[src/design/tpq_pkg.sv]
package tpq_pkg;

    localparam int ENTRIES   = 64;
    localparam int ADDR_W    = $clog2(ENTRIES);
    localparam int CNT_W     = $clog2(ENTRIES + 1);
    localparam int KEY_W     = 48;
    localparam int ID_W      = 32;
    localparam int TIME_W    = 48;
    localparam int WAIT_W    = 32;
    localparam int SLOT_W    = KEY_W + ID_W;
    localparam int ELAPSED_W = TIME_W + 1;
    localparam int DELTA_W   = KEY_W + 2;

    // Millisecond rounding: ceil(delta / 1000) as floor((delta + 999) / 1000).
    // 1000 = 8 * 125, so drop three bits and divide by 125 with a reciprocal
    // multiply split into two half-width products; the estimate is low by at
    // most one and a final compare and subtract corrects it.
    localparam int US_PER_MS  = 1000;
    localparam int NUM_W      = 41;
    localparam int MS_SHIFT   = 3;
    localparam int QN_W       = NUM_W - MS_SHIFT;
    localparam int HALF_W     = QN_W / 2;
    localparam int RECIP_W    = 32;
    localparam int PROD_W     = HALF_W + RECIP_W;
    localparam int DIV_STEPS  = 4;
    localparam int DIV_CNT_W  = $clog2(DIV_STEPS + 1);

    localparam logic [NUM_W-1:0]    ROUND_UP  = NUM_W'(US_PER_MS - 1);
    localparam logic [QN_W-1:0]     DIV_K     = QN_W'(US_PER_MS >> MS_SHIFT);
    // floor(2^38 / 125)
    localparam logic [RECIP_W-1:0]  RECIP_K   = 32'd2199023255;
    localparam logic signed [DELTA_W-1:0] DELTA_CAP = 50'sd2147483647000;

    localparam logic [ID_W-1:0]   NO_ID      = '1;
    localparam logic [WAIT_W-1:0] INT_MAX    = 32'h7FFF_FFFF;
    localparam logic [WAIT_W-1:0] WAIT_EMPTY = '1;

    typedef enum logic [1:0] {
        OP_ADD,
        OP_REMOVE,
        OP_POP,
        OP_QUERY
    } op_t;

    typedef enum logic [1:0] {
        ST_DONE,
        ST_MISS,
        ST_FULL,
        ST_DUP
    } st_t;

    typedef enum logic [2:0] {
        S_IDLE,
        S_SCAN,
        S_SHIFT_UP,
        S_SHIFT_DN,
        S_HEAD,
        S_HEAD_CHK,
        S_DIV,
        S_RESP
    } state_t;

    typedef enum logic [4:0] {
        CMD_NONE,
        CMD_LOAD,
        CMD_SCAN,
        CMD_SET_DUP,
        CMD_SET_FULL,
        CMD_SET_MISS,
        CMD_SET_EMPTY,
        CMD_PREP_UP,
        CMD_SHIFT_UP,
        CMD_PLACE,
        CMD_PREP_DN,
        CMD_SHIFT_DN,
        CMD_SHRINK,
        CMD_HEAD_RD,
        CMD_POP_TAKE,
        CMD_Q_TAKE,
        CMD_DIV,
        CMD_EMIT
    } cmd_t;

    typedef struct packed {
        op_t  op;
        logic walk_done;
        logic up_done;
        logic hit;
        logic full;
        logic empty;
        logic expired;
        logic need_div;
        logic div_done;
        logic out_free;
    } dp_stat_t;

endpackage

[src/design/tpq_ctrl.sv]
module tpq_ctrl (
    input  logic              clk,
    input  logic              rst_n,
    input  logic              in_valid,
    input  logic [1:0]        in_opcode,
    input  tpq_pkg::dp_stat_t stat,
    output logic              in_ready,
    output tpq_pkg::cmd_t     cmd
);
    import tpq_pkg::*;

    state_t state_reg;
    state_t state_next;
    op_t    in_op;

    assign in_op = op_t'(in_opcode);

    always_ff @(posedge clk or negedge rst_n)
    begin
        if (!rst_n)
        begin
            state_reg <= S_IDLE;
        end
        else
        begin
            state_reg <= state_next;
        end
    end

    always_comb
    begin
        state_next = state_reg;
        cmd        = CMD_NONE;
        in_ready   = 1'b0;
        unique case (state_reg)
            S_IDLE:
            begin
                in_ready = 1'b1;
                if (in_valid)
                begin
                    cmd = CMD_LOAD;
                    if (in_op == OP_ADD || in_op == OP_REMOVE)
                    begin
                        state_next = S_SCAN;
                    end
                    else
                    begin
                        state_next = S_HEAD;
                    end
                end
            end
            S_SCAN:
            begin
                if (!stat.walk_done)
                begin
                    cmd = CMD_SCAN;
                end
                else if (stat.op == OP_ADD)
                begin
                    if (stat.hit)
                    begin
                        cmd        = CMD_SET_DUP;
                        state_next = S_RESP;
                    end
                    else if (stat.full)
                    begin
                        cmd        = CMD_SET_FULL;
                        state_next = S_RESP;
                    end
                    else
                    begin
                        cmd        = CMD_PREP_UP;
                        state_next = S_SHIFT_UP;
                    end
                end
                else if (!stat.hit)
                begin
                    cmd        = CMD_SET_MISS;
                    state_next = S_RESP;
                end
                else
                begin
                    cmd        = CMD_PREP_DN;
                    state_next = S_SHIFT_DN;
                end
            end
            S_SHIFT_UP:
            begin
                if (!stat.up_done)
                begin
                    cmd = CMD_SHIFT_UP;
                end
                else
                begin
                    cmd        = CMD_PLACE;
                    state_next = S_RESP;
                end
            end
            S_SHIFT_DN:
            begin
                if (!stat.walk_done)
                begin
                    cmd = CMD_SHIFT_DN;
                end
                else
                begin
                    cmd        = CMD_SHRINK;
                    state_next = S_RESP;
                end
            end
            S_HEAD:
            begin
                cmd        = CMD_HEAD_RD;
                state_next = S_HEAD_CHK;
            end
            S_HEAD_CHK:
            begin
                if (stat.op == OP_POP)
                begin
                    if (!stat.empty && stat.expired)
                    begin
                        cmd        = CMD_POP_TAKE;
                        state_next = S_SHIFT_DN;
                    end
                    else
                    begin
                        cmd        = CMD_SET_MISS;
                        state_next = S_RESP;
                    end
                end
                else if (stat.empty)
                begin
                    cmd        = CMD_SET_EMPTY;
                    state_next = S_RESP;
                end
                else
                begin
                    cmd        = CMD_Q_TAKE;
                    state_next = stat.need_div ? S_DIV : S_RESP;
                end
            end
            S_DIV:
            begin
                if (stat.div_done)
                begin
                    state_next = S_RESP;
                end
                else
                begin
                    cmd = CMD_DIV;
                end
            end
            S_RESP:
            begin
                if (stat.out_free)
                begin
                    cmd        = CMD_EMIT;
                    state_next = S_IDLE;
                end
            end
            default:
            begin
                state_next = S_IDLE;
            end
        endcase
    end

    a_accept_leaves_idle: assert property (@(posedge clk) disable iff (!rst_n)
        (in_valid && in_ready) |=> (state_reg != S_IDLE))
        else $error("accepted transaction did not start work");

    a_emit_only_when_free: assert property (@(posedge clk) disable iff (!rst_n)
        (cmd == CMD_EMIT) |-> stat.out_free)
        else $error("result emitted over a pending one");

endmodule

[config.mk]
export PLATFORM = sky130hd
export DESIGN_NAME = tpq_ctrl
export DESIGN_NICKNAME = d
export VERILOG_FILES = /design/src/design/tpq_pkg.sv /design/src/design/tpq_ctrl.sv
export SDC_FILE = /design/constraint.sdc
export NUM_CORES = 1
export LEC_CHECK = 0
export BUFFER_PORTS_ARGS = -buffer_cell sky130_fd_sc_hd__buf_2
export CAP_MARGIN = 20
export CORE_ASPECT_RATIO = 1.25
export CORE_UTILIZATION = 25
export DETAILED_ROUTE_END_ITERATION = 10
export PLACE_DENSITY_LB_ADDON = 0.25
export SYNTH_ARGS = -nofsm -noshare
export SYNTH_HDL_FRONTEND = slang
export SYNTH_SLANG_ARGS = --single-unit
[constraint.sdc]
create_clock -name clk -period 1.54 [get_ports clk]
set_clock_uncertainty 0.05 [all_clocks]
set_input_delay 0.154 -clock clk [delete_from_list [all_inputs] [get_ports clk]]
set_output_delay 0.154 -clock clk [all_outputs]
set_load 0.01 [all_outputs]
Word-level counts from Yosys, hierarchy flattened
Cells that the tools add are included.
{"block": "op_classes", "eq_ne": 15, "reduce_logical": 7, "n_mux": 31}
{"operator": "$mux W3", "count": 15}
{"operator": "$pmux W5 S8", "count": 1}
{"operator": "$mux W5", "count": 5}
{"operator": "$pmux W3 S8", "count": 1}
{"operator": "$eq A3 B3 Y1 const B", "count": 4}
{"operator": "$mux W4", "count": 3}
{"operator": "$ne A2 B2 Y1 const B", "count": 6}
{"operator": "$eq A3 B2 Y1 const B", "count": 2}
{"operator": "$reduce_and A6 Y1", "count": 1}
{"operator": "$mux W1", "count": 5}
{"operator": "$logic_not A2 Y1", "count": 2}
{"operator": "$eq A3 B1 Y1 const B", "count": 1}
{"operator": "$logic_not A3 Y1", "count": 1}
{"operator": "$eq A2 B1 Y1 const B", "count": 1}
{"operator": "$eq A2 B2 Y1 const B", "count": 1}
{"operator": "$mux W2", "count": 1}
{"operator": "$logic_and A1 B1 Y1", "count": 1}
{"operator": "$logic_not A1 Y1", "count": 1}
{"operator": "$logic_or A1 B1 Y1", "count": 1}
{"block": "totals", "input_bits": 16, "ff_bits": 3, "output_inout_bits": 6}

Logic depth before layout (Yosys ltp)
{"block": "logic_depth", "ltp_word": 5, "depth_mapped": 6, "mapped_depth_nobuf": 4}

Least setup slack after synthesis
No wires, ideal clock.
{"block": "synth_path", "kind": "register to output", "startpoint": "register state_reg[1]", "endpoint": "output port cmd[0]", "slack_ps": 162, "arrival_time_ps": 1174, "n_path_buf": 0, "stages_incl_launch_ff": 5, "cell_sequence": "dfrtp_1 and2b_4 o21ai_2 a211o_1 a32oi_1"}
{"block": "synth_between", "elab_chain_cells": 2, "word_cells_on_any_way": 9, "classes_between": "7 x eq/ne; 1 x mux; 1 x reduce/logical"}
{"item": "start: declaration", "line": "tpq_ctrl.sv:12", "text": "state_t state_reg;"}
{"item": "start signal: assignment", "line": "tpq_ctrl.sv:26", "text": "state_reg <= state_next;"}
{"item": "$eq A3 B3 Y1 (tied with other cells)", "line": "tpq_ctrl.sv:35", "text": "unique case (state_reg)"}
{"item": "$pmux W5 S8 *", "line": "tpq_ctrl.sv:35"}
{"item": "end: declaration", "line": "tpq_ctrl.sv:8", "text": "output tpq_pkg::cmd_t cmd"}
Mark *: on every way between the ends. The rest lies on a longest branch, timed or not.

Worst setup path in the final report
Same ends and word-level chain as after synthesis.

==> metrics.md <==
| Metric | Value |
|---|---|
| Buffers added on ports | `20` |
| Vias per Instance | `5.264` |
| Drt pass-1 iters | `4` |
| Leakage | `between 0.3 and 0.4 nW` |
| H-tree levels | `1` |
| Drt wl/cell | `11.12 um` |
| Largest family of logic cells by synthesized area | `compound AO/OA/AOI/OAI gates` |
| Synthesized cell area | `466.7 um2` |
| Largest register FFs | `3` |
| Layout Nets | `123` |
| Primary FF master, synth | `dfrtp_1` |
| Mapped Cells | `70` |
| Post-synthesis adder-cell area fraction | `0%` |
| Rel. slew slack | `75.75%` |
| Syn avg cell area | `6.667 um2` |
| Failing checks | `negative setup slack` |
| Multi-input gate area | `approximately 390 um2` |
| Fmax | `598.1 MHz` |
| Initial antenna violation count | `0` |
| Critical Path End Type | `output port` |
| Synthesis-to-layout area growth | `66.49%` |
| Post-synthesis async set-or-reset flop share | `between 90% and 100%` |
| # clock sinks | `3` |
| Routability cong. | `0.8184` |
| Critical path arrival | `1.47 ns` |
| Die extent in y | `50.31 um` |
| Syn. warnings | `0` |
| GR Overflow Total | `0` |
| First-pass GRT wire length | `between 2000 and 2500 um` |
| CP required | `1.34 ns` |
| Core region area | `0.001765 mm2` |
| Placed Cells | `approximately 120` |
| CTS buffer count | `3` |
| Synth area leader | `dfrtp_1` |
| Synth Net Count | `86` |
| Root Driver | `clkbuf_4` |
| Multiplexer share of the synthesized area | `0%` |
| Register area share after synthesis | `16.09%` |
| Compound-Gate Fraction of Synth Area | `approximately two fifths` |
| Fin area | `~800 um2` |
| Worst Slack Setup Final | `-0.1320 ns` |
| Hold WC Path Type | `in -> async` |
| Iteration-0 DRC Markers | `5` |
| Endpoints failing setup | `2` |
| Outcome | `finished, violations left` |
| Final hold violation count | `0` |
| Actual slew at the worst max-slew pin | `0.3605 ns` |
| Top cells by area, synth | `dfrtp_1, a21oi_1, nand2_1, o21ai_0, nor3_1` |
| Hold WS | `0.1977 ns` |
| DRC Markers | `0` |
| Vias in the first global route | `592` |
| Initial Util | `26.44%` |
| Fin. max-slew vios | `0` |
| Vias | `658` |
| Post-synth top area share | `between 10% and 20%` |
| Most frequent cells in the layout | `buf_2, buf_4, nand2_1, a21oi_1` |
| Reg area | `77.57 um2` |
| Simple-gate area share of the yosys netlist | `33.51%` |
| Filler cells | `187` |
| # rows | `17` |
| PwrDens | `1743 mW/mm2` |
| Seq cells post-synth | `3` |
| Worst-skew pair later-pin latency | `0.23 ns` |
| Pin count of the biggest net entering global routing | `16` |
| DRT Wirelength | `1390 um` |
| Final Non-Filler Cells | `125` |
| Commonest non-fill, non-tap cell in the layout | `buf_2` |
| GRT Overall Usage | `15.04%` |
| Die footprint | `slightly above 0.002 mm2` |
| Critical Path Start Type | `register` |
| Unrepaired setup endpoints after global routing | `true` |
| Diodes inserted | `0` |
| Synth Area in XOR/XNOR | `0%` |
| Post-synth EDFFs | `0` |
| Clk buf depth | `2` |
| Worst vdd ir | `between 600 and 700 uV` |
| I/O Pins | `22` |
| Post-synthesis cell type count | `31` |
| WS Path Type | `reg -> out` |
| CTS clk-pin slew, worst paths | `0.04 ns` |
| ANT nets after route | `0` |
| Max-Cap Viols | `0` |
| Crit path max fanout | `15` |
| Die Width | `40.65 um` |
| Fin crit share | `108.6%` |
| CTS tree | `done` |
| Placed cell area | `roughly 650 um2` |
| Minimum clock period | `roughly 1.7 ns` |
| Post-DP HPWL | `1070 um` |
| Ratio of cells with drive above 1 in the final layout | `52.83%` |
[final cells by class]
class	count	share of cell area, %
Timing Repair Buffer	37	31.56
Tap cell	19	3.060
Clock buffer	4	3.382
Inverter	5	2.415
Sequential cell	3	9.984
Multi-Input combinational cell	57	49.60
[metal layers]
metal | up-vias | share of wire [%] | GRT usage (%)
met4 | 0 | 0 | 8.889
li1 | 332 | - | -
met5 | - | 0 | 0
met3 | 0 | 2.2 | 0.8850
met1 | 316 | 40 | 16.16
met2 | 10 | 58 | 26.46
[worst max-delay path, stage by stage (launching register included)]
cell and delay (ns):
dfrtp_1 0.38, buf_4 0.20, nor4_2 0.26, nand2_1 0.08, a32oi_1 0.17, buf_2 0.15
[where the power goes]
part	switching (mW)	internal (mW)	total, mW
Clock	0.0375	0.0969	0.134
Sequential	0.0744	0.124	0.199
Combinational	0.480	0.541	1.02
[metrics by stage]
step | setup WS [ns] | total power, mW | TNS (ns) | util [%]
2_1_floorplan | 0.1623 | 0.7017 | 0 | -
3_3_place_gp | 0.04876 | 1.035 | 0 | 36.64
3_5_place_dp | 0.04795 | 1.035 | 0 | 36.64
4_1_cts | -0.1679 | 1.281 | -0.1933 | 41.39
5_1_grt | -0.2178 | 1.492 | -0.4180 | 44.01
6_report | -0.1320 | 1.354 | -0.1512 | 44.01
[path summary, 6_finish.rpt]
| kind | from | depth (start not counted) | end | slack [ns] |
|---|---|---|---|---|
| hold reg to reg | state_reg[0] | 2 | state_reg[1] | 0.69 |
| min in group clk | in_opcode[1] | 4 | state_reg[2] | 0.32 |
| max in group asynchronous | rst_n | 2 | state_reg[2] | 1.13 |
| setup / recovery | state_reg[1] | 5 | cmd[0] | -0.13 |
| setup reg to reg | state_reg[1] | 5 | state_reg[0] | 0.10 |
| hold / removal | rst_n | 2 | state_reg[0] | 0.20 |
[cells in the mapped netlist, types with 2 or more instances]
library cell	instances
nand2_1	10
a21oi_1	8
o21ai_0	6
inv_1	5
nor2_1	5
nor3_1	4
buf_2	3
dfrtp_1	3
a31oi_1	2
nand2b_1	2
nor4_1	2
[repair_timing]
item,CTS,global route
endpoints found under the setup margin,4,7
pin swaps,4,3
hold buffers,1,0
hold endpoints to repair,3,0
setup buffers,4,0
resized for setup,6,12
[kinds of logic (layout without fill, tap and decap cells)]
kind of cell	Yosys count	count (layout)
buffers and inverters	10	46
AOI/OAI and AO/OA	27	27
DFF	3	3
and+or+nand+nor	30	30
Power figures use the tool's default switching activity.
